File: config.mk
export PLATFORM = sky130hd
export DESIGN_NAME = three_digit_seven_segment_driver_top_flat
export DESIGN_NICKNAME = d
export VERILOG_FILES = /design/src/design/tdsd_pkg.sv /design/src/design/tdsd_req_if.sv /design/src/design/tdsd_rsp_if.sv /design/src/design/three_digit_seven_segment_driver_top.sv /design/src/design/tdsd_format.sv /design/src/design/tdsd_scan.sv /design/src/flat_wrapper.sv
export SDC_FILE = /design/constraint.sdc
export NUM_CORES = 1
export LEC_CHECK = 0
export ABC_AREA = 1
export BUFFER_PORTS_ARGS = -buffer_cell sky130_fd_sc_hd__buf_2
export CORE_ASPECT_RATIO = 0.75
export CORE_MARGIN = 4
export CORE_UTILIZATION = 50
export DETAILED_ROUTE_END_ITERATION = 6
export GPL_ROUTABILITY_DRIVEN = 0
export MAX_ROUTING_LAYER = met4
export PLACE_DENSITY = 0.7
export SLEW_MARGIN = 20
export SYNTH_ARGS = -nofsm -noshare
export SYNTH_HDL_FRONTEND = slang
export SYNTH_HIERARCHICAL = 1
export SYNTH_SLANG_ARGS = --single-unit
File: constraint.sdc
create_clock -name clock -period 26.5 [get_ports clock]
set_input_delay 0 -clock clock [delete_from_list [all_inputs] [get_ports clock]]
set_output_delay 0 -clock clock [all_outputs]
set_load 0.005 [all_outputs]
File: src/design/tdsd_pkg.sv
`timescale 1ns / 1ps

package tdsd_pkg;

   typedef logic [1:0] cmd_type;
   typedef logic [6:0] pattern_type;
   typedef pattern_type [2:0] patterns_type;

   localparam cmd_type CMD_NUMBER = 2'd0;
   localparam cmd_type CMD_TEMP   = 2'd1;
   localparam cmd_type CMD_RAW    = 2'd2;
   localparam cmd_type CMD_SCAN   = 2'd3;

   localparam pattern_type PAT_BLANK = 7'h00;
   localparam pattern_type PAT_C     = 7'h39;
   localparam pattern_type SEG_OFF   = 7'h7F;
   localparam logic [2:0]  DIG_OFF   = 3'b111;

   localparam logic [15:0] NUM_MAX  = 16'd999;
   localparam logic [15:0] TEMP_MAX = 16'd99;

   localparam patterns_type PATTERNS_RESET = {7'h3F, 7'h00, 7'h00};

   typedef struct packed {
      cmd_type     cmd;
      logic [15:0] value;
      logic        blank_leading;
      pattern_type raw_left;
      pattern_type raw_middle;
      pattern_type raw_right;
   } req_word_type;

   typedef struct packed {
      logic fire;
      logic load;
      logic tick;
   } step_type;

   function automatic pattern_type seg_of(input logic [3:0] digit);
      pattern_type pat;
      case (digit)
         4'd0:    pat = 7'h3F;
         4'd1:    pat = 7'h06;
         4'd2:    pat = 7'h5B;
         4'd3:    pat = 7'h4F;
         4'd4:    pat = 7'h66;
         4'd5:    pat = 7'h6D;
         4'd6:    pat = 7'h7D;
         4'd7:    pat = 7'h07;
         4'd8:    pat = 7'h7F;
         4'd9:    pat = 7'h6F;
         default: pat = PAT_BLANK;
      endcase
      return pat;
   endfunction

endpackage

File: src/design/tdsd_req_if.sv
`timescale 1ns / 1ps

interface tdsd_req_if;
   logic                 valid;
   logic                 ready;
   tdsd_pkg::cmd_type    cmd;
   logic [15:0]          value;
   logic                 blank_leading;
   tdsd_pkg::pattern_type raw_left;
   tdsd_pkg::pattern_type raw_middle;
   tdsd_pkg::pattern_type raw_right;

   modport source (output valid, cmd, value, blank_leading, raw_left, raw_middle, raw_right,
                   input ready);
   modport sink (input valid, cmd, value, blank_leading, raw_left, raw_middle, raw_right,
                 output ready);
endinterface

File: src/design/tdsd_rsp_if.sv
`timescale 1ns / 1ps

interface tdsd_rsp_if;
   logic       valid;
   logic       ready;
   logic [6:0] segment_lines;
   logic [2:0] digit_enables;

   modport source (output valid, segment_lines, digit_enables, input ready);
   modport sink (input valid, segment_lines, digit_enables, output ready);
endinterface

File: src/design/three_digit_seven_segment_driver_top.sv
`timescale 1ns / 1ps

// Three-digit multiplexed seven-segment driver. Each request word is a number
// load (clamped to 999, optional leading-zero blanking), a temperature load
// (clamped to 99, "C" in the right digit), a raw pattern load, or a scan tick
// that lights the next digit (left, middle, right, then wrap). Loads change
// only the stored patterns; every word returns one response holding the
// active-low segment and digit pins after that word. One word per cycle while
// neither side stalls: a word is held in the input register, formatted there,
// and lands in the pin/response register once that register is free.
// Both sides may stall freely; while a response waits the input register takes
// at most one more word, then request ready stays low until the response drains.

module three_digit_seven_segment_driver_top (
   input logic        clock,
   input logic        reset,
   tdsd_req_if.sink   req_chan,
   tdsd_rsp_if.source rsp_chan
);

   tdsd_pkg::req_word_type word_ff;
   tdsd_pkg::req_word_type word_in;
   logic                   word_valid_ff;
   logic                   word_valid_in;
   logic                   rsp_valid_ff;
   logic                   rsp_valid_in;
   logic                   advance;
   logic                   take;
   tdsd_pkg::step_type     step;
   tdsd_pkg::patterns_type patterns;
   logic                   load;
   logic                   tick;

   assign advance = word_valid_ff && (!rsp_valid_ff || rsp_chan.ready);
   assign take    = req_chan.valid && req_chan.ready;

   assign req_chan.ready = !word_valid_ff || advance;

   always_comb begin
      word_in       = word_ff;
      word_valid_in = word_valid_ff && !advance;
      if (take) begin
         word_in.cmd           = req_chan.cmd;
         word_in.value         = req_chan.value;
         word_in.blank_leading = req_chan.blank_leading;
         word_in.raw_left      = req_chan.raw_left;
         word_in.raw_middle    = req_chan.raw_middle;
         word_in.raw_right     = req_chan.raw_right;
         word_valid_in         = 1'b1;
      end
      rsp_valid_in = advance || (rsp_valid_ff && !rsp_chan.ready);
   end

   always_ff @(posedge clock) begin
      if (reset) begin
         word_valid_ff <= 1'b0;
         rsp_valid_ff  <= 1'b0;
      end else begin
         word_valid_ff <= word_valid_in;
         rsp_valid_ff  <= rsp_valid_in;
      end
   end

   always_ff @(posedge clock) begin
      word_ff <= word_in;
   end

   tdsd_format u_format (
      .word     (word_ff),
      .load     (load),
      .tick     (tick),
      .patterns (patterns)
   );

   assign step.fire = advance;
   assign step.load = load;
   assign step.tick = tick;

   tdsd_scan u_scan (
      .clock         (clock),
      .reset         (reset),
      .step          (step),
      .patterns_in   (patterns),
      .segment_lines (rsp_chan.segment_lines),
      .digit_enables (rsp_chan.digit_enables)
   );

   assign rsp_chan.valid = rsp_valid_ff;

endmodule

File: src/design/tdsd_format.sv
`timescale 1ns / 1ps

module tdsd_format (
   input  tdsd_pkg::req_word_type word,
   output logic                   load,
   output logic                   tick,
   output tdsd_pkg::patterns_type patterns
);

   logic [9:0]  num;
   logic [15:0] hund_prod;
   logic [3:0]  hund;
   logic [9:0]  hund_x100;
   logic [6:0]  num_rem;
   logic [14:0] num_tens_prod;
   logic [3:0]  num_tens;
   logic [6:0]  num_tens_x10;
   logic [3:0]  num_units;

   logic [6:0]  temp;
   logic [14:0] temp_tens_prod;
   logic [3:0]  temp_tens;
   logic [6:0]  temp_tens_x10;
   logic [3:0]  temp_units;

   // n/100 as (n*41)>>12 and r/10 as (r*205)>>11, exact over the clamped ranges
   always_comb begin
      num           = (word.value > tdsd_pkg::NUM_MAX) ? 10'(tdsd_pkg::NUM_MAX)
                                                       : word.value[9:0];
      hund_prod     = 16'(num) * 16'd41;
      hund          = hund_prod[15:12];
      hund_x100     = 10'(hund) * 10'd100;
      num_rem       = 7'(num - hund_x100);
      num_tens_prod = 15'(num_rem) * 15'd205;
      num_tens      = num_tens_prod[14:11];
      num_tens_x10  = 7'(num_tens) * 7'd10;
      num_units     = 4'(num_rem - num_tens_x10);

      temp           = (word.value > tdsd_pkg::TEMP_MAX) ? 7'(tdsd_pkg::TEMP_MAX)
                                                         : word.value[6:0];
      temp_tens_prod = 15'(temp) * 15'd205;
      temp_tens      = temp_tens_prod[14:11];
      temp_tens_x10  = 7'(temp_tens) * 7'd10;
      temp_units     = 4'(temp - temp_tens_x10);
   end

   always_comb begin
      load     = 1'b1;
      tick     = 1'b0;
      patterns = tdsd_pkg::PATTERNS_RESET;
      unique case (word.cmd)
         tdsd_pkg::CMD_NUMBER: begin
            patterns[0] = (word.blank_leading && hund == 4'd0) ? tdsd_pkg::PAT_BLANK
                                                               : tdsd_pkg::seg_of(hund);
            patterns[1] = (word.blank_leading && hund == 4'd0 && num_tens == 4'd0)
                          ? tdsd_pkg::PAT_BLANK : tdsd_pkg::seg_of(num_tens);
            patterns[2] = tdsd_pkg::seg_of(num_units);
         end
         tdsd_pkg::CMD_TEMP: begin
            patterns[0] = tdsd_pkg::seg_of(temp_tens);
            patterns[1] = tdsd_pkg::seg_of(temp_units);
            patterns[2] = tdsd_pkg::PAT_C;
         end
         tdsd_pkg::CMD_RAW: begin
            patterns[0] = word.raw_left;
            patterns[1] = word.raw_middle;
            patterns[2] = word.raw_right;
         end
         tdsd_pkg::CMD_SCAN: begin
            load = 1'b0;
            tick = 1'b1;
         end
         default: begin
            load = 1'b0;
         end
      endcase
   end

endmodule

File: src/design/tdsd_scan.sv
`timescale 1ns / 1ps

module tdsd_scan (
   input  logic                   clock,
   input  logic                   reset,
   input  tdsd_pkg::step_type     step,
   input  tdsd_pkg::patterns_type patterns_in,
   output logic [6:0]             segment_lines,
   output logic [2:0]             digit_enables
);

   tdsd_pkg::patterns_type patterns_ff;
   tdsd_pkg::patterns_type patterns_in_sel;
   logic [1:0]             scan_ff;
   logic [1:0]             scan_in;
   logic [1:0]             pos;
   logic [6:0]             seg_ff;
   logic [6:0]             seg_in;
   logic [2:0]             dig_ff;
   logic [2:0]             dig_in;

   // a stray position of 3 behaves as the right digit
   always_comb begin
      pos             = (scan_ff == 2'd3) ? 2'd2 : scan_ff;
      patterns_in_sel = patterns_ff;
      scan_in         = scan_ff;
      seg_in          = seg_ff;
      dig_in          = dig_ff;
      if (step.fire && step.load) begin
         patterns_in_sel = patterns_in;
      end
      if (step.fire && step.tick) begin
         seg_in  = ~patterns_ff[pos];
         dig_in  = ~(3'b001 << pos);
         scan_in = (pos == 2'd2) ? 2'd0 : 2'(pos + 2'd1);
      end
   end

   always_ff @(posedge clock) begin
      if (reset) begin
         patterns_ff <= tdsd_pkg::PATTERNS_RESET;
         scan_ff     <= 2'd0;
         seg_ff      <= tdsd_pkg::SEG_OFF;
         dig_ff      <= tdsd_pkg::DIG_OFF;
      end else begin
         patterns_ff <= patterns_in_sel;
         scan_ff     <= scan_in;
         seg_ff      <= seg_in;
         dig_ff      <= dig_in;
      end
   end

   assign segment_lines = seg_ff;
   assign digit_enables = dig_ff;

endmodule

File: src/flat_wrapper.sv
// flat-port wrapper written by rule: the top's interface ports become plain ports
module three_digit_seven_segment_driver_top_flat 
  (clock, reset, req_chan_valid, req_chan_cmd, req_chan_value, req_chan_blank_leading, req_chan_raw_left, req_chan_raw_middle, req_chan_raw_right, req_chan_ready, rsp_chan_valid, rsp_chan_segment_lines, rsp_chan_digit_enables, rsp_chan_ready);
  tdsd_req_if req_chan_i ();
  tdsd_rsp_if rsp_chan_i ();
  input logic clock;
  input logic reset;
  input wire logic [$bits(req_chan_i.valid)-1:0] req_chan_valid;
  input wire logic [$bits(req_chan_i.cmd)-1:0] req_chan_cmd;
  input wire logic [$bits(req_chan_i.value)-1:0] req_chan_value;
  input wire logic [$bits(req_chan_i.blank_leading)-1:0] req_chan_blank_leading;
  input wire logic [$bits(req_chan_i.raw_left)-1:0] req_chan_raw_left;
  input wire logic [$bits(req_chan_i.raw_middle)-1:0] req_chan_raw_middle;
  input wire logic [$bits(req_chan_i.raw_right)-1:0] req_chan_raw_right;
  output wire logic [$bits(req_chan_i.ready)-1:0] req_chan_ready;
  output wire logic [$bits(rsp_chan_i.valid)-1:0] rsp_chan_valid;
  output wire logic [$bits(rsp_chan_i.segment_lines)-1:0] rsp_chan_segment_lines;
  output wire logic [$bits(rsp_chan_i.digit_enables)-1:0] rsp_chan_digit_enables;
  input wire logic [$bits(rsp_chan_i.ready)-1:0] rsp_chan_ready;
  assign req_chan_i.valid = req_chan_valid;
  assign req_chan_i.cmd = req_chan_cmd;
  assign req_chan_i.value = req_chan_value;
  assign req_chan_i.blank_leading = req_chan_blank_leading;
  assign req_chan_i.raw_left = req_chan_raw_left;
  assign req_chan_i.raw_middle = req_chan_raw_middle;
  assign req_chan_i.raw_right = req_chan_raw_right;
  assign req_chan_ready = req_chan_i.ready;
  assign rsp_chan_valid = rsp_chan_i.valid;
  assign rsp_chan_segment_lines = rsp_chan_i.segment_lines;
  assign rsp_chan_digit_enables = rsp_chan_i.digit_enables;
  assign rsp_chan_i.ready = rsp_chan_ready;
  three_digit_seven_segment_driver_top u_core (.clock(clock), .reset(reset), .req_chan(req_chan_i), .rsp_chan(rsp_chan_i));
endmodule
==> impl_metrics.yaml, run 1 <==
sta:
  setup_viol: 0
  worst_pin_slew_ps: 1000
  hold_viol: 0
  period_minus_slack_ps: 9690
  max_freq_ghz: 0.103
  finalCritPeriodShare_pct: 36.6
  tns_ps: 0
  fin_skew_ps: 8.01
  max_slew_margin_pct: 32.8
  rsz0062_at_grt: "no"
  slew_violations: 0
drt:
  wl_met3_um: 993
  top_layer: "met4"
  vias: 6436
  drtIter0Drc: 449
  vias_per_cell: 5.18
  antenna_left: 0
  wl_per_cell_um: 13.9
  route.detailed.drc: 0
  first_pass_iters: 5
  met1_length_um: 8810
  routed_wl_um: 17300
  wl_met2_um: 7330
synthesis:
  synth_cells: 941
  syn_area_per_cell_um2: 8.03
  ys_types: 51
  async_reset_ff_share_pct: 0
  yosysSeqAreaShare_pct: 25.2
  yosysWarnings: 6
  synth_nets: 1133
  ys_seq_elements: 75
  syn_area_mm2: 0.00755
  synth_edf_count: 40
  synthFlopType: "edfxtp_1"
clocking:
  cts-root-buf: "clkbuf_16"
  cts_tree: "yes"
  cts_setup_buffers: 0
  clock-sinks: 75
  clk_path_buf_depth: 2
  path_clk_slew_ps: 60
  cts_buffers: 9
  worstSkewPairLatency_ps: 330
  cts-htree-levels: 3
worst_setup_path:
  critPathLaunchType: "register"
  crit_cells: 48
  cpPeakStageDelay_ps: 520
  arrival_ps: 9950
  slowest_stage: "fa_1"
  regToRegEndpoint: "u_core/u_scan/patterns_ff[20]$_SDFFE_PP0P_"
  cp.required_ps: 26760
  crit_type: "reg -> reg"
  cp_top_family: "adder cells"
  rr_worst_depth: 48
  endpoint: "u_core/u_scan/patterns_ff[20]$_SDFFE_PP0P_"
  crit_path_end_kind: "register"
  crit_buf_inv: 11
  r2r_slack_ps: 16810
  critPathMostFrequentCell: "inv_1"
  worstReg2RegStart: "u_core/word_ff[35]$_DFFE_PP_"
  critPathMaxFanout: 11
  startpoint: "u_core/word_ff[35]$_DFFE_PP_"
job:
  max_cap_violations: 0
power_and_ir_drop:
  power_density_mw_per_mm2: 101
  ir_drop_mv: 0.105
  power_mw: 0.877
  p_leak_nw: 4.33
cells_and_area:
  final_cell_mix: "196 x nand2_1, 146 x inv_1, 126 x ha_1"
  fin_nets: 1229
  nFillCells: 1378
  drive_gt1_share_pct: 15.4
  layout_commonest_cell: "nand2_1"
  area_growth_syn_to_layout_pct: 15.1
  fin_area_mm2: 0.00869
  diodes: 0
die:
  chipHeight_um: 114
  rows: 38
  io_pins: 56
  die-width_um: 150
  core_mm2: 0.0146
  start_util_pct: 51.6
  die-area_mm2: 0.0172
global_routing:
  grt_max_degree: 41
  antenna_found_initial: 0
  track_usage_pct: 22.0
  grt_overflow: 0
  grt_pass1_wl_um: 29700
  grt_pass1_vias: 6306
placement:
  postPlaceCellArea_mm2: 0.00797
  hpwl_um: 13700
  io_buffers: 55
min_path:
  hp-class: "in -> reg"
  worstHoldPathCells: 2
outcome:
  outcome: "completed"
==> flip-flops by register name, summed over array words and instances, names as in the netlist <==
signal and flops:
u_core/u_scan/patterns_ff 21, u_core/u_scan/scan_ff 2, u_core/u_scan/digit_enables 3, u_core/rsp_chan.valid 1, u_core/u_scan/segment_lines 7, u_core/word_ff 40, u_core/word_valid_ff 1
==> per-stage QoR <==
| step | util [%] | hold WS [ps] | worst slack (ps) | instances |
|---|---|---|---|---|
| floorplan | - | 62.4 | 17870 | 941 |
| global placement | 54.4 | 176 | 17040 | 1183 |
| detailed placement | 54.4 | 178 | 16870 | 1183 |
| global route | 59.4 | 34.1 | 16020 | 1242 |
| CTS | 59.4 | 2.23 | 16820 | 1242 |
| finish | 59.4 | 9.45 | 16810 | 1242 |
==> timing repair <==
action / CTS / global route
hold buffers: 43 / 0
resized for setup: 0 / 0
endpoints found under the hold margin: 42 / 0
==> worst reg2reg max path: cells and delay by family (launching register included) <==
kind / cells / cell delay, ps
AO/OA/AOI/OAI: 5 / 980
AND/OR/NAND/NOR: 17 / 2210
flip-flops: 1 / 370
adder cells (fa/ha/maj): 12 / 4320
XOR/XNOR: 3 / 890
buffers and inverters: 11 / 850
==> routing by layer <==
layer  global-route usage (%)  vias up
li1                         -     3292
met1                     32.2     2948
met2                     32.8      183
met3                     3.01       13
met4                     4.39        0
met5                        -        -
==> how the worst min path moves through the flow <==
stage                                      start                                     to  slack, ps
after floorplan                            reset        u_core/word_valid_ff$_SDFF_PP0_         60
after detailed placement  req_chan_raw_middle[6]           u_core/word_ff[13]$_DFFE_PP_        180
after CTS                                  reset  u_core/u_scan/scan_ff[1]$_SDFFE_PP0P_          2
after global routing                       reset  u_core/u_scan/scan_ff[1]$_SDFFE_PP0P_         30
after global placement        req_chan_value[12]           u_core/word_ff[34]$_DFFE_PP_        180
final                                      reset       u_core/rsp_chan.valid$_SDFF_PP0_          9
==> synthesized netlist by cell type (10+ instances only) <==
cell | instances | area (um2)
edfxtp_1 | 40 | 1200
inv_1 | 146 | 548
nand4_1 | 12 | 75.1
nor2_1 | 46 | 173
nand3_2 | 14 | 140
o21ai_0 | 34 | 170
nor2_2 | 10 | 62.6
nand2_2 | 19 | 119
fa_1 | 22 | 440
dfxtp_1 | 35 | 701
nand2_4 | 10 | 113
nand3_1 | 75 | 375
nand2_1 | 196 | 736
ha_1 | 126 | 1580
a21oi_1 | 50 | 250
==> final cells by class <==
class	count	area, um2	share of cell area (%)
Multi-Input combinational cell	692	4920	56.6
Inverter	159	606	6.97
Tap cell	200	250	2.88
Clock buffer	10	229	2.63
Clock inverter	6	63.8	0.734
Sequential cell	75	1900	21.9
Timing Repair Buffer	100	721	8.29
==> kinds of logic after synthesis <==
logic type	Yosys count	share of synthesized area, %
and+or+nand+nor	417	28.0
adders and majority gates	148	26.7
AOI/OAI and AO/OA	113	8.50
xor gates and xnor gates	14	1.97
buffers and inverters	174	9.64
DFF	75	25.2
==> report_power, final <==
part	internal [mW]	switching, mW
logic	0.215	0.408
clock network	0.0729	0.0472
registers	0.130	0.00372
total	0.418	0.458
Note: power is estimated with default switching activity, not from simulation.
==> run 2, diff against run 1 <==
==> constraint.sdc (replaced) <==
create_clock -name clock -period 9.8 [get_ports clock]
set_input_delay 0 -clock clock [delete_from_list [all_inputs] [get_ports clock]]
set_output_delay 0 -clock clock [all_outputs]
set_load 0.005 [all_outputs]
==> impl_metrics.yaml, run 2 (synthesis gave the netlist of run 1 again) <==
outcome:
  outcome: "completed"
cells_and_area:
  largest_reg_flops: 40
  registers.top_by_ff_count: "u_core/word_ff"
  area_growth_syn_to_layout_pct: 16.3
  fin_nets: 1235
  final_cell_mix: "195 x nand2_1, 146 x inv_1, 126 x ha_1"
  layout_commonest_cell: "nand2_1"
  fin_area_mm2: 0.00878
  nFillCells: 1320
  drive_gt1_share_pct: 16.7
  final_util_pct: 60.0
  diodes: 0
die:
  chipHeight_um: 114
  core_mm2: 0.0146
  start_util_pct: 51.6
  rows: 38
  die-area_mm2: 0.0172
  io_pins: 56
  die-width_um: 150
clocking:
  path_clk_slew_ps: 60
  worstSkewPairLatency_ps: 340
  cts-htree-levels: 3
  clock-sinks: 75
  cts_buffers: 9
  cts-root-buf: "clkbuf_16"
  cts_tree: "yes"
  clk_path_buf_depth: 2
global_routing:
  grt_pass1_vias: 6266
  grt_pass1_wl_um: 29900
  track_usage_pct: 22.3
  grt_max_degree: 41
  grt_overflow: 0
  antenna_found_initial: 0
placement:
  hpwl_um: 13500
  postPlaceCellArea_mm2: 0.00799
  io_buffers: 55
drt:
  vias: 6445
  route.detailed.drc: 0
  vias_per_cell: 5.16
  routed_wl_um: 17300
  first_pass_iters: 5
  drtIter0Drc: 447
  antenna_left: 0
  wl_per_cell_um: 13.9
sta:
  max_slew_margin_pct: 32.6
  period_minus_slack_ps: 9110
  rsz0062_at_grt: "no"
  max_freq_ghz: 0.110
  slew_violations: 0
  tns_ps: 0
  finalCritPeriodShare_pct: 92.9
  setup_viol: 0
  hold_viol: 0
  fin_skew_ps: 8.03
  worst_pin_slew_ps: 1010
power_and_ir_drop:
  ir_drop_mv: 0.270
  p_leak_nw: 4.38
  power_mw: 2.37
  power_density_mw_per_mm2: 270
min_path:
  min_to: "u_core/word_ff[4]$_DFFE_PP_"
  hp-class: "in -> reg"
  worstHoldPathCells: 2
  min_from: "req_chan_raw_right[4]"
job:
  max_cap_violations: 0
worst_setup_path:
  rr_worst_depth: 49
  arrival_ps: 9310
  cpPeakStageDelay_ps: 550
  critPathMostFrequentCell: "inv_1"
  critPathMaxFanout: 11
  critPathLaunchType: "register"
  regToRegEndpoint: "u_core/u_scan/patterns_ff[17]$_SDFFE_PP1P_"
  crit_path_end_kind: "register"
  r2r_slack_ps: 690
  slowest_stage: "fa_1"
  cp.required_ps: 10000
  crit_type: "reg -> reg"
  worstReg2RegStart: "u_core/word_ff[25]$_DFFE_PP_"
==> run 2: what timing repair did <==
item / CTS / global route
setup buffers: 0 / 2
hold buffers: 44 / 0
setup endpoints to repair: 0 / 14
hold endpoints to repair: 43 / 0
gates resized for setup: 0 / 13
==> run 2: report_power, final <==
group / switching, mW / leakage [nW] / internal, mW
combinational: 1.11 / 3.57 / 0.598
clock: 0.129 / 0.131 / 0.172
sequential: 0.00997 / 0.678 / 0.352
total: 1.25 / 4.38 / 1.12
==> run 2: worst max-delay path, delay by kind of cell (launching register included) <==
kind            cells  cell delay (ps)
xor+xnor            3              640
flops               1              460
buf+inv            12              920
compound gates      7             1060
fa+ha+maj          12             4330
simple gates       15             1550
==> run 2: how the worst max path moves through the flow <==
stage                                      start                                    endpoint  slack [ps]
global placement    u_core/word_ff[36]$_DFFE_PP_  u_core/u_scan/patterns_ff[20]$_SDFFE_PP0P_         490
CTS                 u_core/word_ff[36]$_DFFE_PP_  u_core/u_scan/patterns_ff[20]$_SDFFE_PP0P_         220
floorplan           u_core/word_ff[25]$_DFFE_PP_  u_core/u_scan/patterns_ff[20]$_SDFFE_PP0P_        1170
global route        u_core/word_ff[35]$_DFFE_PP_  u_core/u_scan/patterns_ff[14]$_SDFFE_PP1P_          20
detailed placement  u_core/word_ff[36]$_DFFE_PP_  u_core/u_scan/patterns_ff[20]$_SDFFE_PP0P_         310
finish              u_core/word_ff[25]$_DFFE_PP_  u_core/u_scan/patterns_ff[17]$_SDFFE_PP1P_         690
==> run 2: layout make-up <==
type | instances | area (um2) | area share [%]
multi-input combinational | 692 | 4990 | 56.8
sequential | 75 | 1900 | 21.7
timing repair buffer | 106 | 768 | 8.75
inverter | 159 | 606 | 6.90
tap | 200 | 250 | 2.85
clock buffer | 12 | 236 | 2.69
clock inverter | 4 | 27.5 | 0.314
==> run 2: through the flow <==
stage	setup WS (ps)	instances	hold slack, ps
finish	692	1248	361
global route	23.0	1248	357
CTS	223	1246	352
detailed placement	310	1186	178
global placement	488	1186	176
floorplan	1170	941	62.4
==> run 2: metal layers <==
layer,up-vias,track usage [%],part of all wire (%)
li1,3297,-,-
met1,2950,33.0,50
met2,174,32.4,42
met3,24,3.36,6.3
met4,0,4.94,1.5
met5,-,-,0
